**config.mk**
```make
export PLATFORM = sky130hd
export DESIGN_NAME = radix_integer_to_ascii
export DESIGN_NICKNAME = d
export VERILOG_FILES = /design/src/hdl/r2a_pkg.sv /design/src/hdl/r2a_divider.sv /design/src/hdl/r2a_digit_stack.sv /design/src/hdl/radix_integer_to_ascii.sv
export SDC_FILE = /design/constraint.sdc
export NUM_CORES = 1
export LEC_CHECK = 0
export BUFFER_PORTS_ARGS = -buffer_cell sky130_fd_sc_hd__clkbuf_2
export CORE_MARGIN = 2
export CORE_UTILIZATION = 33
export CTS_CLUSTER_DIAMETER = 50
export CTS_CLUSTER_SIZE = 40
export DETAILED_ROUTE_END_ITERATION = 8
export HOLD_SLACK_MARGIN = 0.03
export PLACE_DENSITY = 0.45
export SYNTH_ARGS = -nofsm -noshare
export SYNTH_HDL_FRONTEND = slang
export SYNTH_SLANG_ARGS = --single-unit
```
**constraint.sdc**
```tcl
create_clock -name clk -period 8.97 [get_ports clk]
set_clock_uncertainty 0.05 [all_clocks]
set_input_delay 1.794 -clock clk [delete_from_list [all_inputs] [get_ports clk]]
set_output_delay 1.794 -clock clk [all_outputs]
set_load 0.02 [all_outputs]
```
**src/hdl/r2a_pkg.sv**
```systemverilog
// Package: shared widths, ASCII constants and the request/response types of the converter.
`default_nettype none
package r2a_pkg;

  localparam int VALUE_WIDTH   = 32;
  localparam int RADIX_W       = 6;
  localparam int DIGIT_W       = 6;
  localparam int CHAR_W        = 7;
  localparam int IDX_W         = $clog2(VALUE_WIDTH);
  localparam int LVL_W         = $clog2(VALUE_WIDTH + 1);

  localparam logic [RADIX_W-1:0] RADIX_MIN     = 6'd2;
  localparam logic [RADIX_W-1:0] RADIX_MAX     = 6'd36;
  localparam logic [CHAR_W-1:0]  ASCII_ZERO    = 7'd48;
  localparam logic [CHAR_W-1:0]  ASCII_A       = 7'd65;
  localparam logic [DIGIT_W-1:0] DECIMAL_TOP   = 6'd9;
  localparam logic [CHAR_W-1:0]  LETTER_OFFSET = 7'd10;

  typedef struct packed {
    logic [VALUE_WIDTH-1:0] value;
    logic [RADIX_W-1:0]     radix;
  } in_item_t;

  typedef struct packed {
    logic [CHAR_W-1:0] digit_char;
    logic              last;
    logic              bad_base;
  } out_item_t;

  typedef struct packed {
    logic                   start;
    logic [VALUE_WIDTH-1:0] dividend;
    logic [RADIX_W-1:0]     divisor;
  } div_req_t;

  typedef struct packed {
    logic                   done;
    logic [VALUE_WIDTH-1:0] quotient;
    logic [DIGIT_W-1:0]     remainder;
  } div_res_t;

  typedef struct packed {
    logic               push;
    logic               pop;
    logic [DIGIT_W-1:0] digit;
  } stk_ctl_t;

  typedef struct packed {
    logic [DIGIT_W-1:0] top_digit;
    logic [LVL_W-1:0]   level;
  } stk_stat_t;

  function automatic logic [CHAR_W-1:0] digit_to_ascii(input logic [DIGIT_W-1:0] d);
    logic [CHAR_W-1:0] dx;
    dx = {1'b0, d};
    if (d > DECIMAL_TOP) begin
      return dx - LETTER_OFFSET + ASCII_A;
    end
    return dx + ASCII_ZERO;
  endfunction

endpackage
`default_nettype wire

```
**src/hdl/r2a_divider.sv**
```systemverilog
// Restoring divider: one quotient bit per cycle, value by radix.
`default_nettype none
module r2a_divider (
  input  wire logic              clk,
  input  wire logic              rst_n,
  input  wire r2a_pkg::div_req_t req,
  output r2a_pkg::div_res_t      res
);

  logic [r2a_pkg::VALUE_WIDTH-1:0] q_r, q_nxt;
  logic [r2a_pkg::DIGIT_W-1:0]     rem_r, rem_nxt;
  logic [r2a_pkg::RADIX_W-1:0]     div_r;
  logic [r2a_pkg::IDX_W-1:0]       cnt_r;
  logic                            run_r;
  logic                            done_r;
  logic [r2a_pkg::DIGIT_W:0]       trial;
  logic                            fits;

  // One restoring step: shift in the next dividend bit, subtract if it fits.
  always_comb begin
    trial   = {rem_r, q_r[r2a_pkg::VALUE_WIDTH-1]};
    fits    = trial >= {1'b0, div_r};
    rem_nxt = fits ? r2a_pkg::DIGIT_W'(trial - {1'b0, div_r})
                   : r2a_pkg::DIGIT_W'(trial);
    q_nxt   = {q_r[r2a_pkg::VALUE_WIDTH-2:0], fits};
  end

  always_ff @(posedge clk) begin
    if (!rst_n) begin
      run_r  <= 1'b0;
      done_r <= 1'b0;
      cnt_r  <= '0;
    end else begin
      done_r <= 1'b0;
      if (req.start) begin
        run_r <= 1'b1;
        cnt_r <= r2a_pkg::IDX_W'(r2a_pkg::VALUE_WIDTH - 1);
      end else if (run_r) begin
        cnt_r <= cnt_r - r2a_pkg::IDX_W'(1);
        if (cnt_r == '0) begin
          run_r  <= 1'b0;
          done_r <= 1'b1;
        end
      end
    end
  end

  always_ff @(posedge clk) begin
    if (req.start) begin
      q_r   <= req.dividend;
      rem_r <= '0;
      div_r <= req.divisor;
    end else if (run_r) begin
      q_r   <= q_nxt;
      rem_r <= rem_nxt;
    end
  end

  assign res.done      = done_r;
  assign res.quotient  = q_r;
  assign res.remainder = rem_r;

endmodule
`default_nettype wire

```
**src/hdl/r2a_digit_stack.sv**
```systemverilog
// Digit stack: remainders pushed least significant first, popped most significant first.
`default_nettype none
module r2a_digit_stack (
  input  wire logic              clk,
  input  wire logic              rst_n,
  input  wire r2a_pkg::stk_ctl_t ctl,
  output r2a_pkg::stk_stat_t     stat
);

  logic [r2a_pkg::DIGIT_W-1:0] mem [r2a_pkg::VALUE_WIDTH];
  logic [r2a_pkg::LVL_W-1:0]   level_r;
  logic [r2a_pkg::LVL_W-1:0]   lvl_dec;
  logic [r2a_pkg::LVL_W-1:0]   lvl_below;
  logic [r2a_pkg::DIGIT_W-1:0] top_r;

  assign lvl_dec   = level_r - r2a_pkg::LVL_W'(1);
  assign lvl_below = level_r - r2a_pkg::LVL_W'(2);

  always_ff @(posedge clk) begin
    if (!rst_n) begin
      level_r <= '0;
    end else if (ctl.push) begin
      level_r <= level_r + r2a_pkg::LVL_W'(1);
    end else if (ctl.pop) begin
      level_r <= lvl_dec;
    end
  end

  // Track the top entry in a register: load it on push, fetch the one below on pop.
  always_ff @(posedge clk) begin
    if (ctl.push) begin
      mem[level_r[r2a_pkg::IDX_W-1:0]] <= ctl.digit;
      top_r                            <= ctl.digit;
    end else if (ctl.pop) begin
      top_r <= mem[lvl_below[r2a_pkg::IDX_W-1:0]];
    end
  end

  assign stat.top_digit = top_r;
  assign stat.level     = level_r;

endmodule
`default_nettype wire

```
**src/hdl/radix_integer_to_ascii.sv**
```systemverilog
// Top level: radix integer-to-ASCII converter with sequencer and output register.
//
// Usage:
//   Raise start with in_data (value, radix) while busy is low; the request is
//   taken at that clock edge. Digits come out on out_data, most significant
//   first, one per cycle with out_strobe high; the final digit has last set.
//   A value of zero gives the single digit '0'.
//   A radix outside 2 to 36 gives one result (digit_char 0, last 1, bad_base 1)
//   in the cycle after the request; busy stays low for it.
// Sequence:
//   The one restoring divider yields one digit per division, and the digits
//   are stacked least significant first. Once the quotient is zero they come
//   out back to back, and busy falls with the last digit. Radix 2 gives the
//   longest string, VALUE_WIDTH digits.
// Reset:
//   rst_n is synchronous, active low; it drops any request in progress and
//   clears the strobe. The receiver cannot stall: each result is valid for
//   exactly one cycle.
`default_nettype none
module radix_integer_to_ascii (
  input  wire logic              clk,
  input  wire logic              rst_n,
  input  wire logic              start,
  output logic                   busy,
  input  wire r2a_pkg::in_item_t in_data,
  output logic                   out_strobe,
  output r2a_pkg::out_item_t     out_data
);

  localparam logic [1:0] ST_IDLE = 2'd0;
  localparam logic [1:0] ST_DIV  = 2'd1;
  localparam logic [1:0] ST_EMIT = 2'd2;

  logic [1:0]                    state_r, state_nxt;
  logic                          out_strobe_r, out_strobe_nxt;
  r2a_pkg::out_item_t            out_data_r, out_data_nxt;
  r2a_pkg::div_req_t             div_req;
  r2a_pkg::div_res_t             div_res;
  r2a_pkg::stk_ctl_t             stk_ctl;
  r2a_pkg::stk_stat_t            stk_stat;
  logic                          accept;
  logic                          radix_ok;
  logic [r2a_pkg::RADIX_W-1:0]   radix_r;

  r2a_divider u_div (
    .clk   (clk),
    .rst_n (rst_n),
    .req   (div_req),
    .res   (div_res)
  );

  r2a_digit_stack u_stack (
    .clk   (clk),
    .rst_n (rst_n),
    .ctl   (stk_ctl),
    .stat  (stk_stat)
  );

  assign busy     = (state_r != ST_IDLE);
  assign accept   = start && !busy;
  assign radix_ok = (in_data.radix >= r2a_pkg::RADIX_MIN) &&
                    (in_data.radix <= r2a_pkg::RADIX_MAX);

  // Sequencer: flag a bad radix at once; otherwise divide until the quotient is zero, then drain the stack.
  always_comb begin
    state_nxt        = state_r;
    out_strobe_nxt   = 1'b0;
    out_data_nxt     = out_data_r;
    div_req.start    = 1'b0;
    div_req.dividend = div_res.quotient;
    div_req.divisor  = radix_r;
    stk_ctl.push     = 1'b0;
    stk_ctl.pop      = 1'b0;
    stk_ctl.digit    = div_res.remainder;
    unique case (state_r)
      ST_IDLE: begin
        div_req.dividend = in_data.value;
        div_req.divisor  = in_data.radix;
        if (accept) begin
          if (radix_ok) begin
            // Launch the first division on the raw value.
            div_req.start = 1'b1;
            state_nxt     = ST_DIV;
          end else begin
            // Flag the bad radix in one result and stay idle.
            out_strobe_nxt          = 1'b1;
            out_data_nxt.digit_char = '0;
            out_data_nxt.last       = 1'b1;
            out_data_nxt.bad_base   = 1'b1;
          end
        end
      end
      ST_DIV: begin
        if (div_res.done) begin
          // Push the remainder; continue on the quotient unless it is zero.
          stk_ctl.push = 1'b1;
          if (div_res.quotient == '0) begin
            state_nxt = ST_EMIT;
          end else begin
            div_req.start = 1'b1;
          end
        end
      end
      ST_EMIT: begin
        // Pop one digit a cycle, most significant first.
        stk_ctl.pop             = 1'b1;
        out_strobe_nxt          = 1'b1;
        out_data_nxt.digit_char = r2a_pkg::digit_to_ascii(stk_stat.top_digit);
        out_data_nxt.last       = (stk_stat.level == r2a_pkg::LVL_W'(1));
        out_data_nxt.bad_base   = 1'b0;
        if (stk_stat.level == r2a_pkg::LVL_W'(1)) begin
          state_nxt = ST_IDLE;
        end
      end
      default: begin
        state_nxt = ST_IDLE;
      end
    endcase
  end

  always_ff @(posedge clk) begin
    if (!rst_n) begin
      state_r      <= ST_IDLE;
      out_strobe_r <= 1'b0;
    end else begin
      state_r      <= state_nxt;
      out_strobe_r <= out_strobe_nxt;
    end
  end

  // Hold the radix for the later divisions; payload needs no reset.
  always_ff @(posedge clk) begin
    out_data_r <= out_data_nxt;
    if (accept) begin
      radix_r <= in_data.radix;
    end
  end

  assign out_strobe = out_strobe_r;
  assign out_data   = out_data_r;

`ifndef NO_ASSERTIONS
  a_emit_not_empty: assert property (@(posedge clk) disable iff (!rst_n)
    (state_r == ST_EMIT) |-> (stk_stat.level != '0))
    else $error("emit with empty digit stack");

  a_stack_bound: assert property (@(posedge clk) disable iff (!rst_n)
    (stk_stat.level <= r2a_pkg::LVL_W'(r2a_pkg::VALUE_WIDTH)))
    else $error("digit stack overflow");

  a_digit_from_emit: assert property (@(posedge clk) disable iff (!rst_n)
    (out_strobe && !out_data.bad_base) |-> ($past(state_r) == ST_EMIT))
    else $error("digit result outside emit phase");

  a_bad_is_last: assert property (@(posedge clk) disable iff (!rst_n)
    (out_strobe && out_data.bad_base) |-> (out_data.last && (out_data.digit_char == '0)))
    else $error("bad radix result malformed");

  a_idle_after_last: assert property (@(posedge clk) disable iff (!rst_n)
    (out_strobe && out_data.last && !out_data.bad_base) |-> (state_r == ST_IDLE))
    else $error("sequencer busy after final digit");
`endif

endmodule
`default_nettype wire

```
==> results.md, run 1 <==
- The flow ran to the end, and the final reports show no timing, DRC or antenna violations.
- The total non-filler cell area in the finished layout is 13270 sq um.
- The classification of the worst setup path is input pin to flop.
- Summed over all failing endpoints, the final setup total negative slack is 0 ns.
- The via count of the first global-routing pass was 6437.
- The gate count of the mapped netlist is 675.
- The normalized max-slew margin is 14.13%.
- The fmax is 217.6 MHz.
- The final number of max-transition violations is 0.
- The endpoint of the worst register-to-register path is u_div.q_r[10].
- The count of buffers added on input and output ports is 51.
- Tracing the worst setup path back leads to its startpoint at in_data[4].
- Power spread over the standard cell area amounts to 231.2 nW/um^2.
- The sequential share of the synthesized area is 69.15%.
- The total CTS buffers is 31.
- The fraction of final layout cells sized beyond drive strength 1 is 24.74%.
- Measured along the y axis, the die boundary spans 191.0 um.
- Summed over all cells, the static leakage comes to 4.436 nW.
- The number of clock sinks is 273.
- Counting both buffers and inverters, the worst setup path holds a total of 2.
- The number of distinct standard cells referenced by the synthesized netlist is 60.
- Cells fill 38.51% of the core in the end.
- The initial standard-cell utilization of the core is 33.48%.
- The final worst setup slack is 4.374 ns.
- The floorplan step defined a die boundary enclosing 36470 sq um.
- The final route contains 6236 vias.
- For this run, asynchronously set or reset flops after synthesis account for 0%.
- Averaged over all synthesized cells, the footprint is 17.09 sq um.
- At the later pin of the worst-skew pair, clock insertion delay measures 0.54 ns.
- The detail route stage leaves a number of antenna-violating nets equal to 0.
- The final critical path takes up 51.24% of the cycle.
- The fraction of post-synthesis cell area in the top cell type by area is 65.33%.
- The number of max-capacitance violations reported is 0.
- The post-synthesis net count is 737.
- Total power for the finished layout comes to 3.068 mW.
- The master cell of the clock root buffer is clkbuf_16.
- The total standard cell area after synthesis is 11540 sq um.
- The critical path goes through clkbuf_2, nor2_1, nor4b_2, nor3b_4, buf_4, o21ba_2, a21o_1.
- The post-synthesis cell type with the largest combined area is edfxtp_1.
- For this run, the slowest stage of the critical path takes 1.09 ns.
- The tightest hold path in the finished design has a slack of 0.5082 ns.
- TritonCTS built the clock tree.
- After detailed placement, the design holds a cell count of 1158.
- The worst setup path is captured at a flop.
- After detailed routing, the number of remaining DRC violations is 0.
- The synthesis-stage register bit count is 273.
- The buffers inserted during post-CTS setup optimization is 0.
- In the post-synthesis netlist, the cell with the most instances is edfxtp_1.
- The largest driver fanout on the critical path is 39.
- For this design, the CTS-stage hold fixing added 0 buffers.
- The kind of cell with the highest combined delay along the critical path is compound AO/OA/AOI/OAI gates.
- At the pin with the least slew margin, the transition time is 1.288 ns.
- The number of warnings printed during yosys synthesis is 0.
- The largest individual stage delay along the critical path comes from the cell a21o_1.
- The leading register cell type out of synthesis is edfxtp_1.
- In this run the core area contains 68 standard-cell rows.
- The number of antenna violations at the first check in global routing is 0.
- In this run the horizontal extent of the chip is 191.0 um.
- Dividing the detail-routed wire length by the instance count gives 20.70 um.
- In this run the number of H-tree levels came out at 1.
- The count of endpoints failing hold in the final timing report is 0.
- The tightest min-delay check is of the flop to flop type.
- The time the worst path needs with I/O delays and setup is 4.596 ns.
- The first global-routing pass estimated 38450 um of wire.
- At the worst endpoint, the required time is 9.06 ns.
- The clock passes through at most 3 buffers.
- For the worst setup path, the data arrival time is 4.69 ns.
- Summing all placed instances gives a cell area of 12220 sq um.
- Routability-driven placement finished with a final weighted congestion of 0.8047.
- The largest net degree at the start of global routing is 56.
- Compared with the post-synthesis result, the final layout area differs by 15.02%.
- The combined global-route utilization of all metal layers is 13.96%.
- The setup check on the worst reg-to-reg path leaves a slack of 5.27 ns.
- The repair_antennas step left the layout with diodes totalling 0.
- The first-pass detailed-route iteration total is 6.
- The region available for standard cell placement spans 34460 sq um.
- After clock tree synthesis, the repair step resized 0 gates.
- The clock-pin transition on the worst setup and hold timing paths is 0.06 ns.
- The peak ir drop on the vdd network is 0.0001267 V.
- Sorting the synthesized cells by area gives the leading types as edfxtp_1 65%, mux4_2 10%, dfxtp_1 3.8%, a22o_1 2.4%, ha_1 2.2%.
- The number of enable-type register cells in the synthesized netlist is 251.
- In this run the critical register-to-register path is launched from state_r[0].
- Counting buffers and inverters, the worst setup path is 7 cells deep.
- Setup violations remaining at the end of the flow were counted as 0.
- The remaining global-route overflow is 0.
- The number of cells on the worst reg-to-reg path is 6.
- The post-route non-filler standard cell count is 1215.
- The most critical setup path has its endpoint at u_div.q_r[10].
- Setup repair after global routing left no endpoint under its margin.
- By count the netlist is led by 251 x edfxtp_1, 55 x nor2_1, 52 x mux4_2, 32 x a22o_1, 23 x inv_1.
- The post-placement worst setup slack is 3.789 ns.
- The sum of routed wire length over all layers is 25150 um.
- The first routing iteration left 491 violations.
- The ratio of routed vias to standard cells is 5.133.
- 52 I/O pins were placed.
- After legalization and detailed placement, the total HPWL measured 16110 um.
- The sort of element at the start of the critical path is an input pin.
- The count of nets after finishing is 798.
## cell families (layout without fill, tap and decap cells)
kind of cell,Yosys count,count (layout),share of synthesized area [%]
buf+inv,56,141,2.624
compound gates,100,100,6.615
flops,273,273,69.15
mux,68,68,11.94
simple gates,142,142,6.127
xor+xnor,15,15,1.204
fa+ha+maj,21,21,2.342
## cell usage in the layout, fill, tap and decap left out, drive strengths merged, types with 3 or more instances in the layout
cell	n
nor3	6
edfxtp	251
mux4	54
inv	32
o21ai	12
ha	20
and2	5
o22ai	4
nand3	12
dfxtp	22
xor2	5
clkinv	8
a21boi	8
nand2b	3
clkbuf	85
mux2	11
xnor2	10
a211oi	4
buf	9
or3	7
a22o	32
nand2	22
nor2	56
nor4	11
a311oi	4
nor2b	7
a21o	4
mux2i	3
and3	4
o211ai	3
a2111oi	3
clkinvlp	5
a21oi	10
o21a	5
## area by class of cell
| class | count | area (sq um) |
|---|---|---|
| clock inverters | 23 | 239.0 |
| well taps | 455 | 569.3 |
| repair buffers | 60 | 322.8 |
| multi-input cells | 346 | 3257 |
| fillers | 3250 | 21190 |
| inverters | 24 | 90.09 |
| clock buffers | 34 | 807.0 |
| flip-flops and latches | 273 | 7985 |
## worst min-delay path by stage
stage,slack [ns],cells after the start,start,endpoint
5_1_grt,0.53,2,u_stack.level_r[5],u_stack.level_r[5]
4_1_cts,0.51,2,u_stack.level_r[5],u_stack.level_r[5]
6_report,0.51,2,u_stack.level_r[5],u_stack.level_r[5]
2_1_floorplan,0.46,2,u_stack.level_r[5],u_stack.level_r[5]
3_5_place_dp,0.49,2,u_stack.level_r[5],u_stack.level_r[5]
3_3_place_gp,0.48,2,u_stack.level_r[5],u_stack.level_r[5]
## tightest hold or removal path: stages, from the launching register on
cell,delay (ns)
dfxtp_1,0.31
o21ai_0,0.06
and3_1,0.15
## routing by layer
metal / GRT usage, % / wire length [um] / vias up
met3: 2.405 / 1139 / 40
met2: 24.09 / 12640 / 159
met5: 0 / 0 / -
li1: - / - / 2816
met4: 3.637 / 600 / 0
met1: 18.18 / 10760 / 3221
## report_power, final
part	switching [mW]	internal (mW)	leakage, nW
sequential	0.0260	1.51	2.49
clock	0.536	0.725	0.497
combinational	0.182	0.0882	1.45
## flip-flops by register name, indices dropped and copies added, names as in the netlist
name	cells
u_div.run_r	1
u_div.rem_r	6
u_div.q_r	32
u_stack.mem	192
state_r	2
u_div.div_r	6
u_stack.top_r	6
out_data	9
out_strobe	1
u_stack.level_r	6
u_div.cnt_r	5
radix_r	6
u_div.done_r	1
No activity file was read; power rests on OpenSTA's default activity.
==> run 2: changes to the inputs <==
==> constraint.sdc (replaced) <==
create_clock -name clk -period 4.3 [get_ports clk]
set_clock_uncertainty 0.05 [all_clocks]
set_input_delay 0.86 -clock clk [delete_from_list [all_inputs] [get_ports clk]]
set_output_delay 0.86 -clock clk [all_outputs]
set_load 0.02 [all_outputs]
==> results.md, run 2 (same netlist as run 1, synthesis figures left out) <==
- Run status: complete, no violations (unchanged).
- The combined global-route utilization of all metal layers is 14.23% (was 13.96%).
- The post-layout total power was 6.325 mW (was 3.068 mW).
- The detailed-route wire length per cell came to 21.03 um (was 20.70 um).
- The number of antenna cells inserted came to 0 (unchanged).
- The number of cells upsized or downsized after cts is 0 (unchanged).
- The clock network latency to the later pin of the worst-skew pair was 0.56 ns (was 0.54 ns).
- Based on the critical path, the design can be clocked at up to 329.7 MHz.
- The total CTS buffers was 31 (unchanged).
- The data required time at the worst endpoint is 4.55 ns (was 9.06 ns).
- The global placer's final weighted congestion was 0.7994 (was 0.8047).
- The final worst setup slack is 1.267 ns (was 4.374 ns).
- The largest driver fanout on the critical path is 23 (was 39).
- The peak ir drop on the vdd network is 0.0002744 V (was 0.0001267 V).
- The clock-pin transition on the worst setup and hold timing paths is 0.07 ns (was 0.06 ns).
- The final hold slack is 0.4562 ns (was 0.5082 ns).
- The number of clock sinks was 273 (unchanged).
- The clock period could shrink to 3.033 ns.
- The final number of max-transition violations came to 0 (unchanged).
- The clock tree from TritonCTS is yes (unchanged).
- The routed via count is 6209 (was 6236).
- The remaining global-route overflow was 0 (unchanged).
- The buffers inserted during post-CTS setup optimization was 0 (unchanged).
- The busiest layer in global routing was met2 (unchanged).
- The total negative slack is 0 ns (unchanged).
- The number of port buffers is 51 (unchanged).
- The endpoint kind of the worst setup timing path is a flop (unchanged).
- The initial standard-cell utilization of the core is 33.48% (unchanged).
- The post-synthesis to final-layout area growth was 15.00% (was 15.02%).
- The via count of the first global-routing pass is 6479 (was 6437).
- The master cell of the clock root buffer was clkbuf_16 (unchanged).
- The ratio of routed vias to standard cells is 5.094 (was 5.133).
- The wire length of the first global-routing pass is 39490 um (was 38450 um).
- The transition time of the tightest slew-check pin came to 1.084 ns (was 1.288 ns).
- The worst path uses 70.54% of the clock period.
- The largest net degree at the start of global routing came to 37 (was 56).
- The type of the worst min-delay path is input pin to flop (was flop to flop).
- The total core area came to 34460 sq um (unchanged).
- The cts-stage hold buffer count is 0 (unchanged).
- The half-perimeter wire length of the detailed placement result came to 16890 um (was 16110 um).
- The flip-flop count of the largest register after layout is 192 (unchanged).
- The number of antenna violations at the first check in global routing came to 0 (unchanged).
- The count of standard-cell rows is 68 (unchanged).
- The most common cell after layout, fill and taps aside is edfxtp_1 (unchanged).
- The chip height is 191.0 um (unchanged).
- The count of endpoints failing hold in the final timing report is 0 (unchanged).
- The number of max-capacitance violations reported is 0 (unchanged).
- The normalized max-slew margin is 27.75% (was 14.13%).
- Leading cell types in the layout, fill and taps excluded: 251 x edfxtp_1, 55 x nor2_1, 52 x mux4_2, 51 x clkbuf_2, 32 x a22o_1 (unchanged).
- Setup repair after global routing missed its margin: false (unchanged).
- The leakage component of the power is 4.457 nW (was 4.436 nW).
- The count of routing violations after the opening detailed-route iteration is 423 (was 491).
- The classification of the worst setup path was flop to flop (was input pin to flop).
- The ratio of total power to cell area was 476.7 nW/um^2 (was 231.2 nW/um^2).
- The deepest level of the CTS H-tree is 1 (unchanged).
- The number of antenna-violating nets in the routed design is 0 (unchanged).
- The remaining design rule violation count is 0 (unchanged).
- The met3 track utilization from global routing is 2.240% (was 2.405%).
- The data arrival time at the worst-slack endpoint is 3.28 ns (was 4.69 ns).
- The sum of routed wire length over all layers was 25640 um (was 25150 um).
- The met1 track demand over resource in global routing came to 18.72% (was 18.18%).
- The count of nets after finishing is 803 (was 798).
- The first-pass detailed-route iteration total is 5 (was 6).
- The maximum root-to-sink buffer count is 3 (unchanged).
- The total setup violations reported at the end of the flow was 0 (unchanged).
- The I/O pin count is 52 (unchanged).
- The x dimension of the die is 191.0 um (unchanged).
- The fraction of final layout cells sized beyond drive strength 1 is 25.00% (was 24.74%).
- The met2 global-route usage is 24.82% (was 24.09%).
- The post-placement worst setup slack was 1.208 ns (was 3.789 ns).
- The area enclosed by the die boundary was 36470 sq um (unchanged).
- The sort of element at the start of the critical path is a flop (was input pin).
- The utilization after layout is 38.50% (was 38.51%).
==> run 2: cell types whose count changed in the layout (fill, tap and decap cells not counted), sizes merged <==
| cell | delta |
|---|---|
| clkinvlp | -3 |
| bufinv | -1 |
| buf | +5 |
| clkinv | +3 |
==> run 2: critical path: stages (launching register included) <==
cell and delay (ns):
dfxtp_2 0.71, inv_1 0.23, ha_1 0.30, xor2_2 0.44
buf_4 0.34, mux2_2 0.37, o32ai_1 0.25, nor3_1 0.09
==> run 2: report_power, final <==
group	total [mW]	switching [mW]	internal [mW]
Clock	2.54	1.11	1.43
Sequential	3.23	0.0758	3.15
Combinational	0.557	0.368	0.189
==> run 2: through the flow <==
step	cells	instance area (sq um)
after floorplan	675	11540
after global placement	1163	12270
after detailed placement	1163	12270
after CTS	1219	13270
after global routing	1219	13270
final	1219	13270
==> run 2: final timing paths <==
check | start | end | slack [ns] | cells past startpoint
worst max-delay path | u_stack.level_r[1] | u_stack.top_r[3] | 1.27 | 7
worst min-delay path | in_data[4] | radix_r[4] | 0.46 | 1
worst max register to register | u_stack.level_r[1] | u_stack.top_r[3] | 1.27 | 7
worst min register to register | u_stack.level_r[5] | u_stack.level_r[5] | 0.50 | 2
==> run 2: cell type report <==
| type | count | area [sq um] |
|---|---|---|
| clock buffer | 34 | 797.0 |
| clock inverter | 22 | 198.9 |
| fill | 3213 | 21190 |
| inverter | 24 | 90.09 |
| multi-input combinational | 346 | 3257 |
| sequential | 273 | 7983 |
| tap | 455 | 569.3 |
| timing repair buffer | 65 | 372.9 |
==> run 2: layer usage <==
metal  vias to the layer above  routed length (um)
met4                         0                 458
li1                       2834                   -
met2                       131               12970
met5                         -                   0
met1                      3213               11050
met3                        31                1154
==> run 3: changes to the inputs <==
--- a/config.mk
+++ b/config.mk
@@ -12,7 +12,7 @@
 export CTS_CLUSTER_SIZE = 40
 export DETAILED_ROUTE_END_ITERATION = 8
 export HOLD_SLACK_MARGIN = 0.03
-export PLACE_DENSITY = 0.45
+export PLACE_DENSITY = 0.47
 export SYNTH_ARGS = -nofsm -noshare
 export SYNTH_HDL_FRONTEND = slang
 export SYNTH_SLANG_ARGS = --single-unit
==> constraint.sdc (replaced) <==
create_clock -name clk -period 2.5 [get_ports clk]
set_clock_uncertainty 0.05 [all_clocks]
set_input_delay 0.5 -clock clk [delete_from_list [all_inputs] [get_ports clk]]
set_output_delay 0.5 -clock clk [all_outputs]
set_load 0.02 [all_outputs]
==> results.md, run 3 (same netlist as run 1, synthesis figures left out) <==
- The number of antenna-violating nets in the routed design is 0 (unchanged).
- The half-perimeter wire length of the detailed placement result came to 17520 um (was 16890 um).
- The final cycle utilization of the critical path is 91.87% (was 70.54%).
- The detailed-route wire length per cell is 21.09 um (was 21.03 um).
- The chip height is 191.0 um (unchanged).
- The fmax came to 435.4 MHz (was 329.7 MHz).
- The total negative slack is 0 ns (unchanged).
- The leakage component of the power is 4.773 nW (was 4.457 nW).
- The number of port buffers came to 51 (unchanged).
- The routed via count is 6392 (was 6209).
- The final hold slack came to 0.09544 ns (was 0.4562 ns).
- The classification of the worst setup path was flop to flop (unchanged).
- The maximum root-to-sink buffer count was 3 (unchanged).
- The post-layout total power is 11.36 mW (was 6.325 mW).
- The total CTS buffers is 30 (was 31).
- The final number of max-transition violations is 0 (unchanged).
- The remaining global-route overflow is 0 (unchanged).
- The total setup violations reported at the end of the flow came to 0 (unchanged).
- The post-route non-filler standard cell count came to 1263 (was 1219).
- Leading cell types in the layout, fill and taps excluded: 251 x edfxtp_1, 54 x nor2_1, 52 x mux4_2, 51 x clkbuf_2, 51 x buf_4 (was 251 x edfxtp_1, 55 x nor2_1, 52 x mux4_2, 51 x clkbuf_2, 32 x a22o_1).
- The number of antenna cells inserted is 0 (unchanged).
- The largest net degree at the start of global routing was 39 (was 37).
- The time the worst path needs with I/O delays and setup was 2.297 ns (was 3.033 ns).
- The data required time at the worst endpoint came to 2.74 ns (was 4.55 ns).
- The remaining design rule violation count was 0 (unchanged).
- The wire length of the first global-routing pass is 40970 um (was 39490 um).
- The cell count after placement was 1207 (was 1163).
- The count of nets after finishing was 846 (was 803).
- The I/O pin count is 52 (unchanged).
- The number of max-capacitance violations reported is 0 (unchanged).
- The normalized max-slew margin is 58.91% (was 27.75%).
- The sum of routed wire length over all layers was 26640 um (was 25640 um).
- The ratio of routed vias to standard cells is 5.061 (was 5.094).
- The count of standard-cell rows was 68 (unchanged).
- The share of total power consumed by net switching came to 25.35% (was 24.58%).
- Run status: complete, no violations (unchanged).
- The peak ir drop on the vdd network is 0.0004307 V (was 0.0002744 V).
- The combinational group share of total power came to 9.0% (was 8.8%).
- The most common cell after layout, fill and taps aside is edfxtp_1 (unchanged).
- The clock network latency to the later pin of the worst-skew pair is 0.55 ns (was 0.56 ns).
- The met3 track utilization from global routing came to 2.295% (was 2.240%).
- The x dimension of the die was 191.0 um (unchanged).
- The met2 global-route usage was 24.07% (was 24.82%).
- The via count of the first global-routing pass is 6662 (was 6479).
- The deepest level of the CTS H-tree is 1 (unchanged).
- The ratio of total power to cell area is 821.8 nW/um^2 (was 476.7 nW/um^2).
- The master cell of the clock root buffer is clkbuf_16 (unchanged).
- The number of antenna violations at the first check in global routing was 0 (unchanged).
- The post-synthesis to final-layout area growth was 19.80% (was 15.00%).
- The busiest layer in global routing was met2 (unchanged).
- The count of endpoints failing hold in the final timing report is 0 (unchanged).
- The number of clock sinks is 273 (unchanged).
- The proportion of power drawn by the clock network came to 42.4% (was 40.2%).
- The total core area is 34460 sq um (unchanged).
- The clock-pin transition on the worst setup and hold timing paths is 0.07 ns (about the same).
- The data arrival time at the worst-slack endpoint is 2.54 ns (was 3.28 ns).
- The portion of total power attributed to sequential cells came to 48.6% (was 51.0%).
- The fraction of final layout cells sized beyond drive strength 1 is 29.70% (was 25.00%).
- The global placer's final weighted congestion is 0.8109 (was 0.7994).
- The internal power was 8.479 mW (was 4.770 mW).
- The first-pass detailed-route iteration total is 4 (was 5).
- The area enclosed by the die boundary is 36470 sq um (unchanged).
- The type of the worst min-delay path is input pin to flop (unchanged).
- The largest driver fanout on the critical path is 34 (was 23).
- The flip-flop count of the largest register after layout is 192 (unchanged).
- The met1 track demand over resource in global routing came to 20.44% (was 18.72%).
- The clock tree from TritonCTS is yes (unchanged).
- The net switching power is 2.880 mW (was 1.555 mW).
- Setup repair after global routing missed its margin: false (unchanged).
- The transition time of the tightest slew-check pin is 0.6123 ns (was 1.084 ns).
- The sort of element at the start of the critical path is a flop (unchanged).
- The count of routing violations after the opening detailed-route iteration is 542 (was 423).
- The initial standard-cell utilization of the core is 33.48% (unchanged).
- The combined global-route utilization of all metal layers was 14.91% (was 14.23%).
- The endpoint kind of the worst setup timing path is a flop (unchanged).
## run 3: timing repair
item                                    CTS  global route
endpoints found under the hold margin     0             0
endpoints found under the setup margin    0             1
buffers inserted                          0             0
gates resized for setup                   0             1
hold buffers                              0             0
## run 3: worst max-delay path, cell delays in order, from the launching register on
cell,delay [ns]
dfxtp_2,0.34
buf_12,0.18
nor4_1,0.35
o21ai_1,0.27
or2_2,0.39
a211oi_1,0.35
nor3_1,0.11
## run 3: cell type report
cell class / instances / area (sq um)
sequential: 273 / 7983
clock inverter: 25 / 341.6
fill: 3146 / 20640
timing repair buffer: 109 / 778.2
inverter: 24 / 90.09
clock buffer: 31 / 775.7
multi-input combinational: 346 / 3284
tap: 455 / 569.3
## run 3: layer usage
| layer | wire length (um) | up-vias |
|---|---|---|
| met5 | 0 | - |
| met4 | 915 | 0 |
| met3 | 963 | 49 |
| met2 | 12760 | 128 |
| met1 | 12000 | 3290 |
| li1 | - | 2925 |
## run 3: power groups by stage
stage               combinational [mW]  sequential, mW  clock [mW]
floorplan                        0.462            5.73           0
global placement                 0.992            5.61           0
detailed placement                1.03            5.62           0
CTS                               1.03            5.52        4.94
global route                      1.13            5.54        5.11
finish                            1.02            5.52        4.82
## run 3: worst paths after layout
path	from	endpoint	slack [ns]	depth (start not counted)
setup reg to reg	u_stack.level_r[1]	u_stack.top_r[3]	0.20	6
hold reg to reg	u_stack.level_r[5]	u_stack.level_r[5]	0.50	2
setup / recovery	u_stack.level_r[1]	u_stack.top_r[3]	0.20	6
hold / removal	in_data[0]	radix_r[0]	0.1	1
## run 3: through the flow
step,area (sq um),setup WS (ns),util [%]
after global placement,12700,0.1384,36.86
after detailed placement,12700,0.1483,36.86
final,13820,0.2033,40.11
after floorplan,11570,0.03455,-
after CTS,13820,0.1289,40.11
after global routing,13820,0.03344,40.11
